===== config.mk =====
export PLATFORM = sky130hd
export DESIGN_NAME = shuffled_alphabet_name_generator_top
export DESIGN_NICKNAME = d
export VERILOG_FILES = /design/src/rtl/core/sang_pkg.sv /design/src/rtl/core/shuffled_alphabet_name_generator_top.sv
export SDC_FILE = /design/constraint.sdc
export NUM_CORES = 2
export LEC_CHECK = 0
export BUFFER_PORTS_ARGS = -buffer_cell sky130_fd_sc_hd__buf_2
export CAP_MARGIN = 30
export CORE_MARGIN = 1
export CORE_UTILIZATION = 35
export CTS_CLUSTER_DIAMETER = 80
export DETAILED_ROUTE_END_ITERATION = 6
export PLACE_DENSITY_LB_ADDON = 0.3
export SYNTH_ARGS = -nofsm -noshare
export SYNTH_HDL_FRONTEND = slang
export SYNTH_SLANG_ARGS = --single-unit

===== constraint.sdc =====
create_clock -name clk -period 17 [get_ports clk]
set_input_delay 0 -clock clk [delete_from_list [all_inputs] [get_ports clk]]
set_output_delay 0 -clock clk [all_outputs]
set_load 0.02 [all_outputs]

===== src/rtl/core/sang_pkg.sv =====
// Shared types, constants and helper functions for the shuffled alphabet
// name generator. Depends on nothing; imported by the top level.
`timescale 1ns / 1ps
`default_nettype none

package sang_pkg;

	// Input item kinds.
	localparam logic ACT_INIT = 1'b0;
	localparam logic ACT_NAME = 1'b1;

	// Table layout in the shared memory: letters at 0..51, symbols at 64..127.
	localparam int NUM_LETTERS = 52;
	localparam int NUM_SYMBOLS = 64;
	localparam int TBL_AW      = 7;
	localparam int TBL_DEPTH   = 128;

	// Bound on regenerations of one reserved name.
	localparam int GUARD_LIMIT = 64;

	// Characters of the reserved words.
	localparam logic [7:0] CH_D = 8'h64;
	localparam logic [7:0] CH_F = 8'h66;
	localparam logic [7:0] CH_I = 8'h69;
	localparam logic [7:0] CH_N = 8'h6e;
	localparam logic [7:0] CH_O = 8'h6f;
	localparam logic [7:0] CH_R = 8'h72;

	typedef logic [TBL_AW-1:0] tbl_addr_t;
	typedef logic [7:0]        char_t;

	// Identity contents of the table memory; bit 6 selects the symbol set.
	function automatic char_t id_char(input tbl_addr_t addr);
		logic [5:0] i;
		char_t      c;
		i = addr[5:0];
		if (!addr[6]) begin
			if (i < 6'd26) c = 8'h41 + {2'b00, i};
			else           c = 8'h61 + {2'b00, i - 6'd26};
		end else begin
			if (i < 6'd10)      c = 8'h30 + {2'b00, i};
			else if (i < 6'd36) c = 8'h41 + {2'b00, i - 6'd10};
			else if (i < 6'd62) c = 8'h61 + {2'b00, i - 6'd36};
			else if (i == 6'd62) c = 8'h2d;
			else                 c = 8'h5f;
		end
		return c;
	endfunction

	// One xorshift64 step with shifts 13, 7 and 17.
	function automatic logic [63:0] xs_next(input logic [63:0] s);
		logic [63:0] t;
		t = s ^ (s << 13);
		t = t ^ (t >> 7);
		t = t ^ (t << 17);
		return t;
	endfunction

	// One radix-16 step of division by 13: val = rem*16 + nibble, rem < 13.
	// Returns {quotient digit, new remainder}. The reciprocal 79/1024 is exact
	// for every value below 341.
	function automatic logic [7:0] div13_step(input logic [3:0] rem, input logic [3:0] nib);
		logic [7:0]  val;
		logic [13:0] prod;
		logic [3:0]  qd;
		logic [7:0]  r;
		val  = {rem, nib};
		prod = 14'(val) * 14'd79;
		qd   = prod[13:10];
		r    = val - ({4'b0000, qd} * 8'd13);
		return {qd, r[3:0]};
	endfunction

endpackage

`default_nettype wire


===== src/rtl/core/shuffled_alphabet_name_generator_top.sv =====
// An init item runs an identity load of all 128 table entries, then 52 letter swaps
// through the radix-16 mod-13 unit and 64 symbol swaps, then one acknowledgement beat.
// A name item raises its value past the skip list, divides it and fetches and checks
// its n characters before sending them as n beats; each retry either steps past a
// value or records one in the skip list and raises the value again.
// One item at a time; busy is high from acceptance until the last beat has gone out.
// Reset clears control and sets the seed to one; tables read as identity until an init.
// Top level of the shuffled alphabet name generator; imports sang_pkg.
// Holds the table memory, the mod-13 divider, the skip lists and the sequencer.
`timescale 1ns / 1ps
`default_nettype none

module shuffled_alphabet_name_generator_top import sang_pkg::*; #(
	parameter int SKIP_DEPTH     = 4,
	parameter int MAX_NAME_CHARS = 6
) (
	input  wire logic        clk,
	input  wire logic        arst_n,
	input  wire logic        start,
	output logic             busy,
	input  wire logic        action,
	input  wire logic [30:0] name_index,
	input  wire logic        use_shuffled,
	input  wire logic        cfg_we,
	input  wire logic [63:0] cfg_wdata,
	output logic             strobe,
	output logic [7:0]       name_char,
	output logic             last_char,
	output logic             skip_overflow,
	output logic             init_done
);

	localparam int IW = (SKIP_DEPTH > 1) ? $clog2(SKIP_DEPTH) : 1;
	localparam int CW = $clog2(SKIP_DEPTH + 1);
	localparam int NW = $clog2(MAX_NAME_CHARS + 1);
	localparam int PW = $clog2(MAX_NAME_CHARS);

	localparam logic [4:0] S_IDLE   = 5'd0;
	localparam logic [4:0] S_LOAD   = 5'd1;
	localparam logic [4:0] S_SHNEXT = 5'd2;
	localparam logic [4:0] S_SHDIV  = 5'd3;
	localparam logic [4:0] S_RDK    = 5'd4;
	localparam logic [4:0] S_RDR    = 5'd5;
	localparam logic [4:0] S_WRK    = 5'd6;
	localparam logic [4:0] S_WRR    = 5'd7;
	localparam logic [4:0] S_ACK    = 5'd8;
	localparam logic [4:0] S_RAISE  = 5'd9;
	localparam logic [4:0] S_NDIV   = 5'd10;
	localparam logic [4:0] S_LEAD   = 5'd11;
	localparam logic [4:0] S_DIG    = 5'd12;
	localparam logic [4:0] S_FETCH  = 5'd13;
	localparam logic [4:0] S_FWAIT  = 5'd14;
	localparam logic [4:0] S_CHECK  = 5'd15;
	localparam logic [4:0] S_EMIT   = 5'd16;

	logic [4:0]  state_q;
	logic [63:0] seed_q;
	logic [63:0] prng_q;
	logic        tbl_valid_q;
	logic        sym_phase_q;
	logic [6:0]  k_q;
	char_t       tmp_q;

	// Table memory and its registered read port.
	char_t       mem [TBL_DEPTH];
	char_t       mem_rd_q;
	logic        mem_we;
	tbl_addr_t   mem_wa;
	char_t       mem_wd;
	tbl_addr_t   rd_addr;

	// Radix-16 divider by 13.
	logic [63:0] div_x_q;
	logic [3:0]  div_r_q;
	logic [31:0] div_q_q;
	logic [3:0]  div_cnt_q;
	logic [7:0]  div_step;

	// Name generation.
	logic [30:0] idx_q;
	logic        use_sh_q;
	logic [31:0] v_q;
	logic [31:0] v_inc;
	logic [CW-1:0] j_q;
	logic [6:0]  guard_q;
	logic        ovf_q;
	logic [31:0] skip_list_q [2][SKIP_DEPTH];
	logic [CW-1:0] skip_cnt_q [2];
	logic [31:0] w_q;
	logic [31:0] w_dec;
	logic [NW-1:0] n_q;
	logic [NW-1:0] p_q;
	tbl_addr_t   chidx_q [MAX_NAME_CHARS];
	char_t       buf_q [MAX_NAME_CHARS];
	logic        fetch_s1;
	logic [PW-1:0] fpos_s1;
	tbl_addr_t   faddr_s1;

	logic [5:0]  rsel;
	logic [1:0]  crt_t;
	logic        reserved;
	logic        listed;
	logic        emit_last;

	assign busy   = (state_q != S_IDLE);
	assign div_step = div13_step(div_r_q, div_x_q[63:60]);
	assign v_inc  = v_q + 32'd1;
	assign w_dec  = w_q - 32'd1;
	assign emit_last = (p_q == n_q - NW'(1));

	// Swap partner: letters combine s mod 4 and s mod 13, symbols take s mod 64.
	always_comb begin
		crt_t = prng_q[1:0] - div_r_q[1:0];
		if (sym_phase_q) rsel = prng_q[5:0];
		else             rsel = {2'b00, div_r_q} + ({4'b0000, crt_t} * 6'd13);
	end

	// Reserved word test and the search of the active skip list.
	always_comb begin
		reserved = 1'b0;
		if (n_q == NW'(2)) begin
			if (buf_q[0] == CH_D && buf_q[1] == CH_O) reserved = 1'b1;
			if (buf_q[0] == CH_I && (buf_q[1] == CH_F || buf_q[1] == CH_N)) reserved = 1'b1;
		end
		if (n_q == NW'(3) && buf_q[0] == CH_F && buf_q[1] == CH_O && buf_q[2] == CH_R)
			reserved = 1'b1;
		listed = 1'b0;
		for (int k = 0; k < SKIP_DEPTH; k++) begin
			if (CW'(k) < skip_cnt_q[use_sh_q] && skip_list_q[use_sh_q][k] == v_q)
				listed = 1'b1;
		end
	end

	// Memory address and write selection.
	always_comb begin
		mem_we  = 1'b0;
		mem_wa  = '0;
		mem_wd  = '0;
		rd_addr = '0;
		case (state_q)
			S_LOAD: begin
				mem_we = 1'b1;
				mem_wa = k_q;
				mem_wd = id_char(k_q);
			end
			S_RDK:   rd_addr = {sym_phase_q, k_q[5:0]};
			S_RDR:   rd_addr = {sym_phase_q, rsel};
			S_WRK: begin
				mem_we = 1'b1;
				mem_wa = {sym_phase_q, k_q[5:0]};
				mem_wd = mem_rd_q;
			end
			S_WRR: begin
				mem_we = 1'b1;
				mem_wa = {sym_phase_q, rsel};
				mem_wd = tmp_q;
			end
			S_FETCH: rd_addr = chidx_q[p_q[PW-1:0]];
			default: rd_addr = '0;
		endcase
	end

	// Table memory: one write and one registered read per cycle.
	always_ff @(posedge clk) begin
		if (mem_we) mem[mem_wa] <= mem_wd;
		mem_rd_q <= mem[rd_addr];
	end

	// Sequencer, divider, skip lists and result beats.
	always_ff @(posedge clk or negedge arst_n) begin
		if (!arst_n) begin
			state_q       <= S_IDLE;
			seed_q        <= 64'd1;
			tbl_valid_q   <= 1'b0;
			skip_cnt_q[0] <= '0;
			skip_cnt_q[1] <= '0;
			fetch_s1      <= 1'b0;
			strobe        <= 1'b0;
		end else begin
			strobe   <= 1'b0;
			fetch_s1 <= (state_q == S_FETCH);
			fpos_s1  <= p_q[PW-1:0];
			faddr_s1 <= rd_addr;
			if (fetch_s1) begin
				buf_q[fpos_s1] <= (!use_sh_q || !tbl_valid_q) ? id_char(faddr_s1) : mem_rd_q;
			end
			if (cfg_we) seed_q <= cfg_wdata;

			case (state_q)
				S_IDLE: begin
					if (start) begin
						idx_q    <= name_index;
						use_sh_q <= use_shuffled;
						if (action == ACT_INIT) begin
							skip_cnt_q[0] <= '0;
							skip_cnt_q[1] <= '0;
							k_q           <= '0;
							state_q       <= S_LOAD;
						end else begin
							v_q     <= {1'b0, name_index};
							j_q     <= '0;
							guard_q <= '0;
							ovf_q   <= 1'b0;
							state_q <= S_RAISE;
						end
					end
				end
				// Identity sweep over the whole memory.
				S_LOAD: begin
					k_q <= k_q + 7'd1;
					if (k_q == 7'(TBL_DEPTH - 1)) begin
						k_q         <= '0;
						sym_phase_q <= 1'b0;
						prng_q      <= seed_q;
						tbl_valid_q <= 1'b1;
						state_q     <= S_SHNEXT;
					end
				end
				S_SHNEXT: begin
					prng_q <= xs_next(prng_q);
					if (!sym_phase_q) begin
						div_x_q   <= xs_next(prng_q);
						div_r_q   <= '0;
						div_cnt_q <= '0;
						state_q   <= S_SHDIV;
					end else begin
						state_q <= S_RDK;
					end
				end
				S_SHDIV, S_NDIV: begin
					div_x_q   <= div_x_q << 4;
					div_r_q   <= div_step[3:0];
					div_q_q   <= {div_q_q[27:0], div_step[7:4]};
					div_cnt_q <= div_cnt_q + 4'd1;
					if (div_cnt_q == 4'd15) state_q <= (state_q == S_SHDIV) ? S_RDK : S_LEAD;
				end
				S_RDK: state_q <= S_RDR;
				S_RDR: begin
					tmp_q   <= mem_rd_q;
					state_q <= S_WRK;
				end
				S_WRK: state_q <= S_WRR;
				S_WRR: begin
					k_q     <= k_q + 7'd1;
					state_q <= S_SHNEXT;
					if (!sym_phase_q && k_q == 7'(NUM_LETTERS - 1)) begin
						sym_phase_q <= 1'b1;
						k_q         <= '0;
					end else if (sym_phase_q && k_q == 7'(NUM_SYMBOLS - 1)) begin
						state_q <= S_ACK;
					end
				end
				S_ACK: begin
					strobe        <= 1'b1;
					name_char     <= '0;
					last_char     <= 1'b1;
					skip_overflow <= 1'b0;
					init_done     <= 1'b1;
					state_q       <= S_IDLE;
				end
				// Raise the value past each recorded skip value at or below it.
				S_RAISE: begin
					if (j_q < skip_cnt_q[use_sh_q]) begin
						if (skip_list_q[use_sh_q][j_q[IW-1:0]] <= v_q) v_q <= v_inc;
						j_q <= j_q + CW'(1);
					end else begin
						div_x_q   <= {34'd0, v_q[31:2]};
						div_r_q   <= '0;
						div_cnt_q <= '0;
						state_q   <= S_NDIV;
					end
				end
				// Leading letter: v mod 52 is four times (v/4 mod 13) plus v mod 4.
				S_LEAD: begin
					chidx_q[0] <= {1'b0, div_r_q, v_q[1:0]};
					w_q        <= div_q_q;
					n_q        <= NW'(1);
					state_q    <= S_DIG;
				end
				// Bijective base-64 digits, one per cycle.
				S_DIG: begin
					if (w_q != 32'd0 && n_q < NW'(MAX_NAME_CHARS)) begin
						chidx_q[n_q[PW-1:0]] <= {1'b1, w_dec[5:0]};
						w_q <= w_dec >> 6;
						n_q <= n_q + NW'(1);
					end else begin
						p_q     <= '0;
						state_q <= S_FETCH;
					end
				end
				S_FETCH: begin
					p_q <= p_q + NW'(1);
					if (emit_last) state_q <= S_FWAIT;
				end
				S_FWAIT: state_q <= S_CHECK;
				S_CHECK: begin
					if (reserved && guard_q < 7'(GUARD_LIMIT)) begin
						guard_q <= guard_q + 7'd1;
						if (!listed && skip_cnt_q[use_sh_q] < CW'(SKIP_DEPTH)) begin
							skip_list_q[use_sh_q][skip_cnt_q[use_sh_q][IW-1:0]] <= v_q;
							skip_cnt_q[use_sh_q] <= skip_cnt_q[use_sh_q] + CW'(1);
							v_q     <= {1'b0, idx_q};
							j_q     <= '0;
							state_q <= S_RAISE;
						end else begin
							if (!listed) ovf_q <= 1'b1;
							v_q       <= v_inc;
							div_x_q   <= {34'd0, v_inc[31:2]};
							div_r_q   <= '0;
							div_cnt_q <= '0;
							state_q   <= S_NDIV;
						end
					end else begin
						p_q     <= '0;
						state_q <= S_EMIT;
					end
				end
				S_EMIT: begin
					strobe        <= 1'b1;
					name_char     <= buf_q[p_q[PW-1:0]];
					last_char     <= emit_last;
					skip_overflow <= ovf_q;
					init_done     <= 1'b0;
					p_q           <= p_q + NW'(1);
					if (emit_last) state_q <= S_IDLE;
				end
				default: state_q <= S_IDLE;
			endcase
		end
	end

`ifndef SYNTHESIS
	a_ack_last: assert property (@(posedge clk) disable iff (!arst_n)
		strobe && init_done |-> last_char && name_char == 8'd0 && !skip_overflow)
		else $error("init acknowledgement beat malformed");

	a_accept_busy: assert property (@(posedge clk) disable iff (!arst_n)
		start && !busy |=> busy)
		else $error("accepted item did not raise busy");

	a_last_idle: assert property (@(posedge clk) disable iff (!arst_n)
		strobe && last_char |-> !busy)
		else $error("last beat sent while still busy");

	a_skip_bound: assert property (@(posedge clk) disable iff (!arst_n)
		skip_cnt_q[0] <= CW'(SKIP_DEPTH) && skip_cnt_q[1] <= CW'(SKIP_DEPTH))
		else $error("skip list count beyond its depth");
`endif

endmodule

`default_nettype wire


* Yosys cells after proc, flatten, opt, wreduce, memory -nomap -nowiden
Memories as Yosys holds them, arrays and structs flattened. A register that Yosys moved wholly into a read port is not among the register bits. Index checks and enable logic that the tools add are counted.
Storage, ports and cells: latch bits 0, output and inout bits 13, ROM bits 0, bits of input ports 101, memories 4, RAM bits 1370, word-level logic and storage cells 342, register bits 396
Memory list:
- mem | depth 128, bits a word 8, rd ports 1, clocked after Yosys merged registers in 1, wr ports 1, line shuffled_alphabet_name_generator_top.sv:65 | char_t mem [TBL_DEPTH];
- skip_list_q | depth 2, bits a word 128, rd ports 1, clocked after Yosys merged registers in 1, wr ports 1, line shuffled_alphabet_name_generator_top.sv:87 | logic [31:0] skip_list_q [2][SKIP_DEPTH];
- buf_q | depth 6, bits a word 8, rd ports 4, clocked after Yosys merged registers in 1, wr ports 1, line shuffled_alphabet_name_generator_top.sv:94 | char_t buf_q [MAX_NAME_CHARS];
- chidx_q | depth 6, bits a word 7, rd ports 1, clocked after Yosys merged registers in 1, wr ports 1, line shuffled_alphabet_name_generator_top.sv:93 | tbl_addr_t chidx_q [MAX_NAME_CHARS];
Cells by class: reductions and logical operators 60, equality and inequality tests 55, $add $sub $neg 29, multiply operators 3, bitwise operators 6, muxes and demuxes 133, div/mod/pow operators 0, shift-type cells 0, order comparisons 22
Operators with widths (count):
- 2-to-1 mux 32 bit | 10
- 2-to-1 mux 64 bit | 5
- case mux 64 bit (4 select lines) | 1
- equality test 32 bit | 4
- 2-to-1 mux 128 bit | 1
- case mux 64 bit (2 select lines) | 1
- bitwise XOR 64 bit | 2
- 2-to-1 mux 8 bit | 12
- case mux 32 bit (3 select lines) | 1
- case mux 5 bit (15 select lines) | 1
- 2-to-1 mux 7 bit | 10
- adder 7 x 6 -> 8 bit (first input constant) | 8
- binary-select mux 32 bit (select 2 bit) | 1
- demux 32 bit (select 2 bit) | 1
- case mux 32 bit (2 select lines) | 1
- bitwise XOR 64 x 57 -> 64 bit | 1
- case mux 7 bit (3 select lines) | 3
- equality test 8 x 7 -> 1 bit (second input constant) | 7
- 2-to-1 mux 3 bit | 16
- equality test 5 x 4 -> 1 bit (second input constant) | 8
- 2-to-1 mux 5 bit | 8
- != test 2 bit (second input constant) | 19
- adder 32 x 1 -> 32 bit (second input constant) | 1
- less-or-equal comparator 32 bit | 1
- other kinds (71) | 185

* Depth between registers and ports, before layout
depth in word-level cells 17, depth in mapped cells 24, mapped depth without buffers 24

* Worst setup path before layout
OpenSTA, ideal clock, no wires.
path type register to register, start reg with a tool-made name, end reg div_cnt_q[0] (enable), arrival time 13.510 ns, buffers on the path 4, stages on the path, launching flop included 14, setup slack 2.604 ns, path through dfxtp_1 clkbuf_1 buf_2 buf_2 mux2i_1 xnor2_1 nor4_1 nand4_1 nor4_1 a311oi_1 nand2_1 buf_2 nor2_1 a2111oi_0
RTL lines:
- end signal, assigned | line shuffled_alphabet_name_generator_top.sv:234 | div_cnt_q <= div_cnt_q + 4'd1;
- end, declared | line shuffled_alphabet_name_generator_top.sv:76 | logic [3:0] div_cnt_q;

* Worst setup path after layout
start reg div_r_q[0], end reg mem_rd_q[2] (read register of mem)
On the way: longest elaborated chain between the ends 5
Ends and longest elaborated chain:
- start, declared | line shuffled_alphabet_name_generator_top.sv:74 | logic [3:0] div_r_q;
- start signal, assigned | line shuffled_alphabet_name_generator_top.sv:232 | div_r_q <= div_step[3:0];
- subtractor 2 bit | line shuffled_alphabet_name_generator_top.sv:113 | crt_t = prng_q[1:0] - div_r_q[1:0];
- multiplier 2 x 4 -> 6 bit | line shuffled_alphabet_name_generator_top.sv:115 | else rsel = {2'b00, div_r_q} + ({4'b0000, crt_t} * 6'd13);
- adder 4 x 6 -> 6 bit (*) | line shuffled_alphabet_name_generator_top.sv:115
- 2-to-1 mux 6 bit (*) | line shuffled_alphabet_name_generator_top.sv:114 | if (sym_phase_q) rsel = prng_q[5:0];
- case mux 7 bit (3 select lines) (*) | line shuffled_alphabet_name_generator_top.sv:140 | case (state_q)
- end, declared | line shuffled_alphabet_name_generator_top.sv:66 | char_t mem_rd_q;
Every way passes the cells marked *; elsewhere a longest branch is shown, timed or not. A chain may end at the register's enable or synchronous reset.

==> metrics.txt <==
drt drc=0; # H-tree levels=4; drt wl/cell=around 24 um; Post-synth EDFFs=1704; R2R depth=15; worst clock skew=0.06310 ns; syn avg cell area=13.31 um^2; Total Wirelength=229.7 mm; Worst Path Max Fanout=between 150 and 200; first-pass GRT wire length=around 340 mm; Filler Cell Count=20922; DIE AREA=0.2326 mm^2; Setup violations, final=0; Mapped Cells=6063; cts bufs inserted=about 190; Root Buffer=clkbuf_16; final worst-path cycle share=36.68%; leading area contributor after synthesis=edfxtp_1; Leak=0.03203 uW; adder-cell area share of the yosys netlist=2.281%; hpwl dp=142.9 mm; post-synthesis cell type count=83; finished layout cell area=0.09396 mm^2; clk buf depth=3; CTS clk-pin slew, worst paths=0.06 ns; Post-CTS Setup Inserts=0; num rows=175; syn_nets=6301; Seq/Total Area, Yosys=66.10%; Critical Path RT=~18 ns; Starting Density=35.35%; WL met3=between 10 and 15 mm; Net count, final=about 6600; critical path's slowest cell=or4_1; final hold violation count=0; input/output buffers=between 100 and 150; flops & latches, synth=1794; Tmin final=~6.2 ns; Synth area leaders=edfxtp_1, nand2_1, xnor2_1; DR iter-0 viols=5119; Pre-antenna DRT Iters=6; initial antenna violation count=2; synth warn=0; setup TNS=0 ns; RSZ-0062 raised after global routing=no; CTS Sinks=~1800; M1 WL=98.79 mm; Die X=482.3 um; top-count cell post-synth=edfxtp_1; Placed Area=0.08475 mm^2; PD cells=about 160 mW/mm^2; Setup crit end kind=flop; worst path cell trace=ha_1 > xnor2_1 > xnor2_1 > ha_1 > ha_1 > mux2i_1 > or3_1 > o211a_4 > buf_4 > buf_12 > a22oi_1 > a22oi_1 > o211ai_1 > or4_1 > a2111o_1; XOR/XNOR Fraction of Synth Area=between 4 and 5%; peak supply drop=0.0001982 V; Post-DRT Antenna Nets=0; Highest Signal Layer=met4; GP Congestion=0.8605; vias per inst=approximately 5.4; critical path arrival=6.96 ns; CP peak stage delay=0.63 ns; count of max-cap constraint violations=0; Area Overhead vs Synth=16.39%; mux contribution to synthesized area=6.903%; post-synthesis compound-gate area fraction=roughly 7.3%; predominant post-synthesis flop cell=edfxtp_1; core area=0.2284 mm^2; largest family of logic cells by synthesized area=simple AND/OR/NAND/NOR gates; Max Slew Vio Count=0; Yosys top cell area share=a little under two thirds; status=finished, final reports clean; Cell Area, Synth=0.08073 mm^2; CTS tree=yes; worst setup path class=reg -> reg; fmax=~160 MHz; die height=482.3 um; largest net degree at the start of global routing=174; met2 routed WL=110.2 mm; Simple-Gate Fraction of Synth Area=10.45%; Worst slew margin=between 20% and 30%; worst-margin pin slew=around 1.1 ns; All-Layer GR Usage=19.52%; HP Class=in -> reg; Most common cell on crit path=ha_1; most frequent cells after synthesis=edfxtp_1, nand2_1, xnor2_1; cell depth of the worst hold path=4; total number of vias=just over 50000; layout cells sized above 1=11.59%; clk_lat worst skew=0.86 ns; gr ovfl total=0; fraction of registers with async set/reset=about 4.3%; CP Launch Type=flop; number of global-route vias before repair=51000; I/O pin cnt=114
==> kinds of logic after synthesis <==
| family | after synthesis |
|---|---|
| multiplexers | 456 |
| flip-flops | 1794 |
| AO/OA/AOI/OAI | 861 |
| buffers and inverters | 469 |
| AND/OR/NAND/NOR | 1925 |
| XOR/XNOR | 421 |
| adder cells (fa/ha/maj) | 137 |
==> placed cells by master, fill, tap and decap left out, types with 18 or more instances in the layout <==
master / instances
a21oi_1: 233
mux2i_1: 292
clkbuf_1: 26
o21ai_0: 145
nor4_1: 38
and3_1: 60
edfxtp_1: 1704
o211ai_1: 18
nor2b_1: 20
nand2_1: 1037
and2_1: 22
nand3_1: 244
nor2_1: 271
xor2_1: 85
ha_1: 120
xnor2_1: 335
mux4_2: 66
a22oi_1: 95
a311oi_1: 27
a21o_1: 18
a221oi_1: 32
buf_4: 91
bufinv_16: 22
a31oi_1: 53
dlygate4sd3_1: 259
buf_2: 115
clkbuf_16: 196
a22o_1: 43
clkinv_2: 33
nor3_1: 60
inv_1: 111
a222oi_1: 19
a32oi_1: 62
dfrtp_1: 77
nand4_1: 67
mux2_2: 94
clkinv_1: 42
==> worst paths after layout <==
| check | startpoint | to | slack [ns] |
|---|---|---|---|
| max reg2reg | div_r_q[0] | mem_rd_q[2] | 10.76 |
| max | div_r_q[0] | mem_rd_q[2] | 10.76 |
| min | name_index[29] | v_q[29] | 0.07 |
| max in group asynchronous | arst_n | seed_q[31] | 16.08 |
| min reg2reg | div_q_q[26] | div_q_q[30] | 0.44 |
| min in group asynchronous | arst_n | seed_q[6] | 0.34 |
==> worst max-delay path, delay by kind of cell, from the launching register on <==
family,cells,cell delay [ns]
AO/OA/AOI/OAI,5,1.82
buffers and inverters,2,1.03
adder cells (fa/ha/maj),3,0.88
AND/OR/NAND/NOR,2,0.79
flip-flops,1,0.55
XOR/XNOR,2,0.43
multiplexers,1,0.17
==> metal layers <==
layer  vias to the layer above  global-route usage [%]
li1                      23326                       -
met1                     26417                   26.75
met2                      1727                   31.88
met3                       375                   2.600
met4                         0                   6.545
met5                         -                       0
==> flip-flops by register name, summed over array words and instances (netlist names), 4 cells and up, named ones only <==
| signal | cells |
|---|---|
| mem | 1024 |
| skip_list_q | 256 |
| buf_q | 64 |
| div_x_q | 64 |
| prng_q | 64 |
| seed_q | 64 |
| chidx_q | 42 |
| div_q_q | 32 |
| v_q | 32 |
| w_q | 32 |
| idx_q | 31 |
| mem_rd_q | 8 |
| name_char | 8 |
| tmp_q | 8 |
| faddr_s1 | 7 |
| guard_q | 7 |
| k_q | 7 |
| skip_cnt_q | 6 |
| state_q | 5 |
| div_cnt_q | 4 |
| div_r_q | 4 |
==> what timing repair did <==
item                                   in CTS  in global routing
setup endpoints to repair                   0                  0
endpoints found under the hold margin     241                  0
hold buffers                              259                  0
gates resized for setup                     0                  0
==> metrics by stage <==
stage          instances  total power, uW  setup WS (ns)  utilization [%]  hold slack, ns
2_1_floorplan       6063             9238          2.604                -         -0.2956
3_3_place_gp        8934            10790          10.85            37.02         0.04545
3_5_place_dp        8948            10870          10.86            37.11         0.04841
4_1_cts             9562            15220          10.84            41.08         0.01010
5_1_grt             9569            15900          10.40            41.14         0.05239
6_report            9569            15160          10.76            41.14         0.06967
==> area by class of cell <==
type / count / area [um^2] / share of cell area [%]
tap: 3009 / 3765 / 4.007
timing repair buffer: 482 / 4232 / 4.503
antenna: 2 / 5.005 / 0.005326
clock buffer: 230 / 5095 / 5.422
clock inverter: 125 / 1389 / 1.478
inverter: 127 / 493.0 / 0.5246
multi-input combinational: 3800 / 25620 / 27.26
sequential: 1794 / 53370 / 56.80
==> report_power, final <==
group	internal, uW	leakage [uW]	switching (uW)
Sequential	5460	0.0166	217
Combinational	1790	0.0123	3400
Clock	2490	0.00313	1810
Total	9740	0.0320	5420
(Power assumes the default switching activity.)
